$ cat config.mk
export PLATFORM = sky130hd
export DESIGN_NAME = magnetometer_minmax_calibration
export DESIGN_NICKNAME = d
export VERILOG_FILES = /design/src/sv/mmcal_pkg.sv /design/src/sv/mmcal_lane.sv /design/src/sv/mmcal_merge.sv /design/src/sv/magnetometer_minmax_calibration.sv
export SDC_FILE = /design/constraint.sdc
export NUM_CORES = 2
export LEC_CHECK = 0
export BUFFER_PORTS_ARGS = -buffer_cell sky130_fd_sc_hd__buf_4
export CAP_MARGIN = 10
export CORE_MARGIN = 2
export CORE_UTILIZATION = 45
export DETAILED_ROUTE_END_ITERATION = 8
export SLEW_MARGIN = 20
export SYNTH_ARGS = -nofsm -noshare
export SYNTH_HDL_FRONTEND = slang
export SYNTH_SLANG_ARGS = --single-unit
$ cat constraint.sdc
create_clock -name clk -period 23 [get_ports clk]
set_clock_uncertainty 0.15 [all_clocks]
set_input_delay 0 -clock clk [delete_from_list [all_inputs] [get_ports clk]]
set_output_delay 0 -clock clk [all_outputs]
set_load 0.02 [all_outputs]
$ cat src/sv/mmcal_pkg.sv
`timescale 1ns / 1ps

package mmcal_pkg;

	// Defaults for the top level parameters
	localparam int SAMPLE_BITS_DEF     = 16;
	localparam int SCALE_FRAC_BITS_DEF = 12;

	// Fixed field widths
	localparam int REG_W     = 16;
	localparam int AXES      = 3;
	localparam int CFG_IDX_W = 3;

	// Divider: one bit past the 16-bit scale flags an overflowing quotient
	localparam int DIV_SHIFT = REG_W;
	localparam int QUOT_BITS = REG_W + 1;
	localparam int CNT_W     = $clog2(QUOT_BITS);

	localparam logic [REG_W-1:0] SCALE_MAX   = 16'hFFFF;
	localparam logic [REG_W-1:0] SCALE_RESET = 16'd4096;

	// Operation codes
	typedef enum logic [1:0] {
		OP_CORRECT = 2'd0,
		OP_COLLECT = 2'd1,
		OP_START   = 2'd2,
		OP_STOP    = 2'd3
	} op_t;

	// Configuration register indexes
	localparam logic [CFG_IDX_W-1:0] CFG_MANUAL_EN = 3'd0;
	localparam logic [CFG_IDX_W-1:0] CFG_BIAS_X    = 3'd1;
	localparam logic [CFG_IDX_W-1:0] CFG_BIAS_Y    = 3'd2;
	localparam logic [CFG_IDX_W-1:0] CFG_BIAS_Z    = 3'd3;
	localparam logic [CFG_IDX_W-1:0] CFG_SCALE_X   = 3'd4;
	localparam logic [CFG_IDX_W-1:0] CFG_SCALE_Y   = 3'd5;
	localparam logic [CFG_IDX_W-1:0] CFG_SCALE_Z   = 3'd6;

	// Strobes from the sequencer to the axis lanes and the merge stage
	typedef struct packed {
		logic accept;   // input word taken
		logic start;    // clear extremes
		logic collect;  // fold sample into extremes
		logic sum;      // latch spread, bias and total
		logic load;     // load the divider
		logic step;     // one quotient bit
		logic fin;      // write computed scale
	} lane_ctrl_t;

endpackage

$ cat src/sv/mmcal_lane.sv
`timescale 1ns / 1ps

module mmcal_lane #(
	parameter int SAMPLE_BITS     = mmcal_pkg::SAMPLE_BITS_DEF,
	parameter int SCALE_FRAC_BITS = mmcal_pkg::SCALE_FRAC_BITS_DEF
) (
	input  logic                                  clk,
	input  logic                                  arst_n,
	input  mmcal_pkg::lane_ctrl_t                 ctrl,
	input  logic signed [SAMPLE_BITS-1:0]         sample,
	input  logic                                  manual_enable,
	input  logic signed [mmcal_pkg::REG_W-1:0]    manual_bias,
	input  logic        [mmcal_pkg::REG_W-1:0]    manual_scale,
	input  logic signed [SAMPLE_BITS+2:0]         total,
	output logic signed [SAMPLE_BITS:0]           spread,
	output logic signed [SAMPLE_BITS-1:0]         corrected,
	output logic        [mmcal_pkg::REG_W-1:0]    bias_out,
	output logic        [mmcal_pkg::REG_W-1:0]    scale_out
);
	import mmcal_pkg::*;

	localparam int SB   = SAMPLE_BITS;
	localparam int F    = SCALE_FRAC_BITS;
	localparam int BW   = (SB > REG_W) ? SB : REG_W;
	localparam int SCW  = REG_W + 1;
	localparam int NUMW = SB + 3 + F;
	localparam int CW   = (NUMW > SB + 2 + DIV_SHIFT) ? NUMW : SB + 2 + DIV_SHIFT;
	localparam int PW   = BW + SCW + 2;

	localparam logic signed [SB-1:0] SMAX = {1'b0, {(SB-1){1'b1}}};
	localparam logic signed [SB-1:0] SMIN = {1'b1, {(SB-1){1'b0}}};
	localparam logic signed [PW-1:0] PMAX = PW'(SMAX);
	localparam logic signed [PW-1:0] PMIN = PW'(SMIN);

	logic signed [SB-1:0]      max_q, min_q, cbias_q;
	logic        [SCW-1:0]     cscale_q;
	logic signed [SB:0]        d_q;
	logic        [SB:0]        bsum;
	logic        [CW-1:0]      rem_q, dsh_q;
	logic        [QUOT_BITS-1:0] quo_q;
	logic                      sat_q, zero_q, ge;
	logic        [SB-1:0]      du;
	logic        [SB+1:0]      three;
	logic        [NUMW-1:0]    num;
	logic signed [BW-1:0]      bias_eff;
	logic        [SCW-1:0]     scale_eff;
	logic signed [BW:0]        diff_s1;
	logic signed [PW-1:0]      prod, rnd, shf;

	// Spread and midpoint of the tracked extremes
	assign spread = {max_q[SB-1], max_q} - {min_q[SB-1], min_q};
	assign bsum   = {max_q[SB-1], max_q} + {min_q[SB-1], min_q};

	// Track per-axis extremes
	always_ff @(posedge clk or negedge arst_n) begin
		if (!arst_n) begin
			max_q <= SMIN;
			min_q <= SMAX;
		end else if (ctrl.start) begin
			max_q <= SMIN;
			min_q <= SMAX;
		end else if (ctrl.collect) begin
			if (sample > max_q)
				max_q <= sample;
			if (sample < min_q)
				min_q <= sample;
		end
	end

	// Divider operands: num = total*2^F + floor(3d/2), den = 3d
	assign du    = d_q[SB-1:0];
	assign three = (SB+2)'(du) + ((SB+2)'(du) << 1);
	assign num   = (NUMW'($unsigned(total)) << F) + NUMW'(three >> 1);
	assign ge    = (rem_q >= dsh_q);

	// Restoring divider, one quotient bit per step, top bit first
	always_ff @(posedge clk) begin
		if (ctrl.sum)
			d_q <= spread;
		if (ctrl.load) begin
			rem_q  <= CW'(num);
			dsh_q  <= CW'(three) << DIV_SHIFT;
			quo_q  <= '0;
			sat_q  <= (d_q <= 0);
			zero_q <= (total <= 0);
		end else if (ctrl.step) begin
			if (ge)
				rem_q <= rem_q - dsh_q;
			dsh_q <= dsh_q >> 1;
			quo_q <= {quo_q[QUOT_BITS-2:0], ge};
		end
	end

	// Computed bias and scale
	always_ff @(posedge clk or negedge arst_n) begin
		if (!arst_n) begin
			cbias_q  <= '0;
			cscale_q <= SCW'(1) << F;
		end else begin
			if (ctrl.sum)
				cbias_q <= bsum[SB:1];
			if (ctrl.fin) begin
				if (sat_q)
					cscale_q <= SCW'(SCALE_MAX);
				else if (zero_q)
					cscale_q <= '0;
				else if (quo_q[QUOT_BITS-1])
					cscale_q <= SCW'(SCALE_MAX);
				else
					cscale_q <= SCW'(quo_q[REG_W-1:0]);
			end
		end
	end

	// Pick manual or computed values
	assign bias_eff  = manual_enable ? BW'(manual_bias) : BW'(cbias_q);
	assign scale_eff = manual_enable ? SCW'(manual_scale) : cscale_q;
	assign bias_out  = bias_eff[REG_W-1:0];
	assign scale_out = scale_eff[REG_W-1:0];

	// Remove bias as the word is taken
	always_ff @(posedge clk) begin
		if (ctrl.accept)
			diff_s1 <= (BW+1)'(sample) - (BW+1)'(bias_eff);
	end

	// Scale, round half up, saturate
	always_comb begin
		prod = diff_s1 * $signed({1'b0, scale_eff});
		rnd  = prod + (PW'(1) << (F - 1));
		shf  = rnd >>> F;
		if (shf > PMAX)
			corrected = SMAX;
		else if (shf < PMIN)
			corrected = SMIN;
		else
			corrected = shf[SB-1:0];
	end

endmodule

$ cat src/sv/mmcal_merge.sv
`timescale 1ns / 1ps

module mmcal_merge #(
	parameter int SAMPLE_BITS = mmcal_pkg::SAMPLE_BITS_DEF
) (
	input  logic                          clk,
	input  mmcal_pkg::lane_ctrl_t         ctrl,
	input  logic signed [SAMPLE_BITS:0]   spread [mmcal_pkg::AXES],
	output logic signed [SAMPLE_BITS+2:0] total
);
	import mmcal_pkg::*;

	localparam int TW = SAMPLE_BITS + 3;

	logic signed [TW-1:0] total_q, sum_c;

	// Add the lane spreads
	always_comb begin
		sum_c = '0;
		for (int i = 0; i < AXES; i++)
			sum_c = sum_c + TW'(spread[i]);
	end

	// Hold the total for the divide
	always_ff @(posedge clk) begin
		if (ctrl.sum)
			total_q <= sum_c;
	end

	assign total = total_q;

endmodule

$ cat src/sv/magnetometer_minmax_calibration.sv
`timescale 1ns / 1ps
// Channel  | Handshake            | Payload
// ---------+----------------------+---------------------------------------------
// in       | in_valid / in_ready  | operation, sample_x/y/z
// out      | out_valid/out_ready  | corrected_x/y/z, calibrating, bias_out_x/y/z,
//          |                      | scale_out_x/y/z
// cfg      | cfg_valid/cfg_ready  | cfg_index, cfg_data (cfg_ready always high)
//
// Correct, collect, start and an idle stop: one word per cycle unless the output stalls;
// each word passes the bias subtract stage, then the multiply into the output register.
// A stop during a run drops in_ready for the spread/total latch, divider
// load, 17 steps of the per-lane restoring divider and scale write.
// Reset clears extremes, computed and manual values; no clearing pass.
// A stalled output holds one finished word while one more waits in the bias stage.

module magnetometer_minmax_calibration #(
	parameter int SAMPLE_BITS     = mmcal_pkg::SAMPLE_BITS_DEF,
	parameter int SCALE_FRAC_BITS = mmcal_pkg::SCALE_FRAC_BITS_DEF
) (
	input  logic                                  clk,
	input  logic                                  arst_n,
	input  logic                                  in_valid,
	output logic                                  in_ready,
	input  logic [1:0]                            operation,
	input  logic signed [SAMPLE_BITS-1:0]         sample_x,
	input  logic signed [SAMPLE_BITS-1:0]         sample_y,
	input  logic signed [SAMPLE_BITS-1:0]         sample_z,
	output logic                                  out_valid,
	input  logic                                  out_ready,
	output logic signed [SAMPLE_BITS-1:0]         corrected_x,
	output logic signed [SAMPLE_BITS-1:0]         corrected_y,
	output logic signed [SAMPLE_BITS-1:0]         corrected_z,
	output logic                                  calibrating,
	output logic signed [mmcal_pkg::REG_W-1:0]    bias_out_x,
	output logic signed [mmcal_pkg::REG_W-1:0]    bias_out_y,
	output logic signed [mmcal_pkg::REG_W-1:0]    bias_out_z,
	output logic        [mmcal_pkg::REG_W-1:0]    scale_out_x,
	output logic        [mmcal_pkg::REG_W-1:0]    scale_out_y,
	output logic        [mmcal_pkg::REG_W-1:0]    scale_out_z,
	input  logic                                  cfg_valid,
	output logic                                  cfg_ready,
	input  logic [mmcal_pkg::CFG_IDX_W-1:0]       cfg_index,
	input  logic [mmcal_pkg::REG_W-1:0]           cfg_data
);
	import mmcal_pkg::*;

	localparam int SB = SAMPLE_BITS;

	typedef enum logic [4:0] {
		ST_RUN  = 5'b00001,
		ST_SUM  = 5'b00010,
		ST_LOAD = 5'b00100,
		ST_DIV  = 5'b01000,
		ST_FIN  = 5'b10000
	} state_t;

	state_t                  state_q, state_d;
	logic [CNT_W-1:0]        cnt_q;
	logic                    prog_q;
	logic                    s1_valid_q;
	op_t                     op_s1, op_in;
	logic                    out_valid_q, calib_q;
	logic signed [SB-1:0]    corr_q [AXES];
	logic [REG_W-1:0]        bias_q [AXES];
	logic [REG_W-1:0]        scale_q [AXES];
	logic                    man_en_q;
	logic [REG_W-1:0]        man_bias_q [AXES];
	logic [REG_W-1:0]        man_scale_q [AXES];
	logic                    in_acc, out_free, s1_adv, run_calc;
	lane_ctrl_t              ctrl;
	logic signed [SB-1:0]    smp [AXES];
	logic signed [SB:0]      spread [AXES];
	logic signed [SB+2:0]    total;
	logic signed [SB-1:0]    corr [AXES];
	logic [REG_W-1:0]        bias_eff [AXES];
	logic [REG_W-1:0]        scale_eff [AXES];

	// Handshake
	assign op_in     = op_t'(operation);
	assign in_acc    = in_valid && in_ready;
	assign out_free  = !out_valid_q || out_ready;
	assign s1_adv    = s1_valid_q && (state_q == ST_RUN) && out_free;
	assign in_ready  = (state_q == ST_RUN) && (!s1_valid_q || out_free);
	assign run_calc  = in_acc && (op_in == OP_STOP) && prog_q;
	assign cfg_ready = 1'b1;

	// Lane strobes
	always_comb begin
		ctrl.accept  = in_acc;
		ctrl.start   = in_acc && (op_in == OP_START);
		ctrl.collect = in_acc && (op_in == OP_COLLECT);
		ctrl.sum     = (state_q == ST_SUM);
		ctrl.load    = (state_q == ST_LOAD);
		ctrl.step    = (state_q == ST_DIV);
		ctrl.fin     = (state_q == ST_FIN);
	end

	// Calibration sequencer
	always_comb begin
		state_d = state_q;
		unique case (state_q)
			ST_RUN:  if (run_calc) state_d = ST_SUM;
			ST_SUM:  state_d = ST_LOAD;
			ST_LOAD: state_d = ST_DIV;
			ST_DIV:  if (cnt_q == '0) state_d = ST_FIN;
			ST_FIN:  state_d = ST_RUN;
			default: state_d = ST_RUN;
		endcase
	end

	always_ff @(posedge clk or negedge arst_n) begin
		if (!arst_n) begin
			state_q <= ST_RUN;
			cnt_q   <= '0;
		end else begin
			state_q <= state_d;
			if (state_q == ST_LOAD)
				cnt_q <= CNT_W'(QUOT_BITS - 1);
			else if (state_q == ST_DIV)
				cnt_q <= cnt_q - 1'b1;
		end
	end

	// Run flag
	always_ff @(posedge clk or negedge arst_n) begin
		if (!arst_n)
			prog_q <= 1'b0;
		else if (in_acc) begin
			if (op_in == OP_START)
				prog_q <= 1'b1;
			else if (op_in == OP_STOP)
				prog_q <= 1'b0;
		end
	end

	// Configuration registers
	always_ff @(posedge clk or negedge arst_n) begin
		if (!arst_n) begin
			man_en_q <= 1'b0;
			for (int i = 0; i < AXES; i++) begin
				man_bias_q[i]  <= '0;
				man_scale_q[i] <= SCALE_RESET;
			end
		end else if (cfg_valid && cfg_ready) begin
			unique case (cfg_index)
				CFG_MANUAL_EN: man_en_q       <= cfg_data[0];
				CFG_BIAS_X:    man_bias_q[0]  <= cfg_data;
				CFG_BIAS_Y:    man_bias_q[1]  <= cfg_data;
				CFG_BIAS_Z:    man_bias_q[2]  <= cfg_data;
				CFG_SCALE_X:   man_scale_q[0] <= cfg_data;
				CFG_SCALE_Y:   man_scale_q[1] <= cfg_data;
				CFG_SCALE_Z:   man_scale_q[2] <= cfg_data;
				default: ;
			endcase
		end
	end

	// Axis lanes
	assign smp[0] = sample_x;
	assign smp[1] = sample_y;
	assign smp[2] = sample_z;

	for (genvar i = 0; i < AXES; i++) begin : g_lane
		mmcal_lane #(
			.SAMPLE_BITS     (SAMPLE_BITS),
			.SCALE_FRAC_BITS (SCALE_FRAC_BITS)
		) u_lane (
			.clk           (clk),
			.arst_n        (arst_n),
			.ctrl          (ctrl),
			.sample        (smp[i]),
			.manual_enable (man_en_q),
			.manual_bias   (man_bias_q[i]),
			.manual_scale  (man_scale_q[i]),
			.total         (total),
			.spread        (spread[i]),
			.corrected     (corr[i]),
			.bias_out      (bias_eff[i]),
			.scale_out     (scale_eff[i])
		);
	end

	mmcal_merge #(
		.SAMPLE_BITS (SAMPLE_BITS)
	) u_merge (
		.clk    (clk),
		.ctrl   (ctrl),
		.spread (spread),
		.total  (total)
	);

	// Bias stage: hold the operation until the word moves on
	always_ff @(posedge clk or negedge arst_n) begin
		if (!arst_n)
			s1_valid_q <= 1'b0;
		else if (in_acc)
			s1_valid_q <= 1'b1;
		else if (s1_adv)
			s1_valid_q <= 1'b0;
	end

	always_ff @(posedge clk) begin
		if (in_acc)
			op_s1 <= op_in;
	end

	// Output register
	always_ff @(posedge clk or negedge arst_n) begin
		if (!arst_n)
			out_valid_q <= 1'b0;
		else if (s1_adv)
			out_valid_q <= 1'b1;
		else if (out_valid_q && out_ready)
			out_valid_q <= 1'b0;
	end

	always_ff @(posedge clk) begin
		if (s1_adv) begin
			calib_q <= prog_q;
			for (int i = 0; i < AXES; i++) begin
				corr_q[i]  <= (op_s1 == OP_CORRECT) ? corr[i] : '0;
				bias_q[i]  <= bias_eff[i];
				scale_q[i] <= scale_eff[i];
			end
		end
	end

	assign out_valid   = out_valid_q;
	assign calibrating = calib_q;
	assign corrected_x = corr_q[0];
	assign corrected_y = corr_q[1];
	assign corrected_z = corr_q[2];
	assign bias_out_x  = bias_q[0];
	assign bias_out_y  = bias_q[1];
	assign bias_out_z  = bias_q[2];
	assign scale_out_x = scale_q[0];
	assign scale_out_y = scale_q[1];
	assign scale_out_z = scale_q[2];

endmodule

==> summary.txt <==
Outcome
  • Status: finished clean

Critical path
  • Critical-path maximum fanout: 55
  • WS Path Type: flip-flop to flip-flop
  • Delay-heaviest family, CP: adder cells
  • Biggest cell delay along the critical path: 870 ps
  • CP Data Arrival Time: about 10000 ps
  • CP dominant cell by count: fa_1
  • CP Buf/Inv Count: 5
  • CP startpoint kind: flip-flop
  • CP max-delay cell: dfrtp_4
  • R2R depth: 26
  • CP endpoint kind: flip-flop
  • WP data required: around 23000 ps
  • Worst r2r dst: corr_q[0][12]
  • R2R setup slack: 13190 ps
  • R2R Path Start: man_en_q

Timing
  • Final min period: slightly below 10000 ps
  • Slew Viols, Final: 0
  • Setup TNS: 0 ps
  • Worst slew pin tran: ~1100 ps
  • Unrepaired setup endpoints after global routing: false
  • Fmax: ~100 MHz
  • Worst relative slew slack: 0.288
  • Final count of negative-setup-slack endpoints: 0
  • Period utilization: 0.427
  • Hold Vio Cnt, Final: 0

Clocking
  • Post-CTS Setup Bufs: 0
  • Worst skew pair latency: roughly 740 ps
  • Max clock buf depth: 3
  • Total CTS buffers: 101
  • Worst-path clk slew: around 60 ps
  • Resize count post-CTS: 0
  • Hold buffer count at CTS: about 140
  • CTS tree: yes
  • Root Buffer: clkbuf_16
  • CTS sink cnt: between 800 and 900
  • H-tree depth: 3

Detailed routing
  • 1st-iter DRT viols: 3631
  • TritonRoute pass-1 iters: 6
  • Detailed Route WL: 212000 um
  • DRC viols: 0
  • Vias: ~56000
  • Drt wl/cell: 20.4 um
  • Via/cell ratio: between 5 and 6
  • Antenna viol nets, final: 0

Synthesis
  • Post-Syn Nets: 9429
  • Synth area leader: fa_1
  • EDFF count, synth: about 420
  • Most common cell in the synthesized netlist: inv_1
  • Syn avg cell area: just under 10 sq um
  • Synth Cell Area: 76000 sq um
  • Synth Instances: just under 8000
  • Yosys reg bits: between 800 and 900
  • Yosys top cell area share: 0.175
  • Ys Warns: 0
  • Distinct cells, synth: about 80
  • Synth top area cells: fa_1 17%, edfxtp_1 17%, ha_1 13%, dfrtp_1 8.1%, inv_1 6.7%
  • Top cells by count, synth: 1351 x inv_1, 820 x ha_1, 663 x fa_1
  • Sequential share of the synthesized area: 0.294
  • Synth async-reset ratio: 0.364
  • Predominant post-synthesis flop cell: edfxtp_1

Die
  • Die extent in x: a little over 400 um
  • Core ar.: 167000 sq um
  • Std-Cell Rows: 150
  • Ports: 222
  • Initial core utilization: 0.454
  • Die area: around 170000 sq um
  • DIE HEIGHT: 415 um

GRT
  • Global route overflow: 0
  • Pin count of the biggest net entering global routing: 97
  • GR Util All Layers: 0.246
  • Vias in the first global route: around 58000
  • Initial antenna violation count: 9
  • First-pass GRT wire length: roughly 330000 um

Placement
  • Post-DP HPWL: between 150000 and 200000 um
  • Port bufs: 220
  • Final RePlAce weighted congestion: a little under 0.9

Layout
  • Share of layout cells above drive strength 1: 0.0918
  • Area growth, synth to finish: 11.5%
  • # fillers: between 15000 and 20000
  • Diode count: 0
  • Nets: between 9000 and 10000

Job
  • MaxCap Viol Count: 0

Hold path
  • Hold_sp: sample_x[5]
  • Hold EP: g_lane[0].u_lane.max_q[5]
  • Worst Hold Depth: 3
  • Class of the worst hold path: input port to flip-flop
-- registers in the layout, indices dropped and copies added (netlist names), 19 cells and up --
name	flops
bias_q	48
g_lane.u_lane.cbias_q	48
man_scale_q	48
u_merge.total	19
g_lane.u_lane.dsh_q	102
g_lane.u_lane.quo_q	51
g_lane.u_lane.rem_q	102
scale_q	48
man_bias_q	48
g_lane.u_lane.max_q	48
g_lane.u_lane.cscale_q	48
corr_q	48
g_lane.u_lane.d_q	51
g_lane.u_lane.diff_s1	51
g_lane.u_lane.min_q	48
-- how the worst max path moves through the flow --
| stage | from | to | slack (ps) | cells past startpoint |
|---|---|---|---|---|
| global route | man_en_q | corr_q[0][12] | 12400 | 26 |
| CTS | man_en_q | corr_q[0][10] | 13150 | 26 |
| detailed placement | man_en_q | corr_q[0][10] | 13190 | 26 |
| floorplan | man_en_q | corr_q[0][34] | 14970 | 29 |
| global placement | man_en_q | corr_q[0][1] | 13340 | 26 |
| finish | man_en_q | corr_q[0][12] | 13190 | 26 |
-- worst register-to-register path, delay by kind of cell (launching register included) --
family          cells  cell delay, ps
compound gates     10            2870
xor+xnor            1             210
fa+ha+maj           7            3470
buf+inv             5             990
flops               1             870
mux                 1             630
simple gates        2             340
-- cell type report --
| cell class | instances | area, sq um | share of cell area |
|---|---|---|---|
| clock buffers | 144 | 2950 | 0.0349 |
| clock inverters | 47 | 581 | 0.00685 |
| inverters | 1351 | 5070 | 0.0599 |
| multi-input cells | 5414 | 47600 | 0.562 |
| flip-flops and latches | 829 | 22400 | 0.264 |
| well taps | 2204 | 2760 | 0.0325 |
| repair buffers | 399 | 3390 | 0.0400 |
-- cells by family after synthesis --
family,share of synthesized area
multiplexers,0.0397
AO/OA/AOI/OAI,0.107
other,0.0000493
AND/OR/NAND/NOR,0.131
XOR/XNOR,0.0383
flip-flops,0.294
adder cells (fa/ha/maj),0.310
buffers and inverters,0.0807
-- metal layers --
layer / wire length [um] / GRT usage / up-vias
li1: - / - / 26300
met1: 90700 / 0.320 / 27900
met2: 102000 / 0.419 / 1342
met3: 10000 / 0.0282 / 354
met4: 8730 / 0.0980 / 8
met5: 59 / 0 / -
-- metrics by stage --
step / hold WS [ps] / worst slack, ps / std cells / area [sq um] / utilization
detailed placement: -72.8 / 13190 / 10100 / 79700 / 0.476
CTS: 0.921 / 13150 / 10400 / 84700 / 0.506
finish: 37.9 / 13190 / 10400 / 84700 / 0.506
global route: 29.8 / 12400 / 10400 / 84700 / 0.506
floorplan: -446 / 14970 / 7872 / 76000 / -
global placement: -81.7 / 13340 / 10100 / 79700 / 0.476
-- layout by cell type, fill, tap and decap left out, types with 55 or more instances in the layout --
cell type	synthesis	final
ha_1	820	820
dfrtp_1	247	246
buf_4	1	252
dfstp_2	55	55
o21ai_0	418	418
mux2i_1	60	60
xnor2_1	215	215
fa_1	663	663
nor2b_1	64	64
a21oi_1	272	272
edfxtp_1	419	419
and2_1	492	492
clkbuf_16	0	105
xor2_1	117	117
nor3_1	76	75
mux2_2	213	213
a21o_1	154	154
o22ai_1	72	72
dlygate4sd3_1	0	143
dfxtp_1	108	108
nand3_1	83	81
inv_1	1351	1347
nor2_1	488	483
nand2_1	600	599
Power is left out: the tool's default activity adds up to more than one toggle a clock period on the data nets, which glitch-free logic cannot reach.
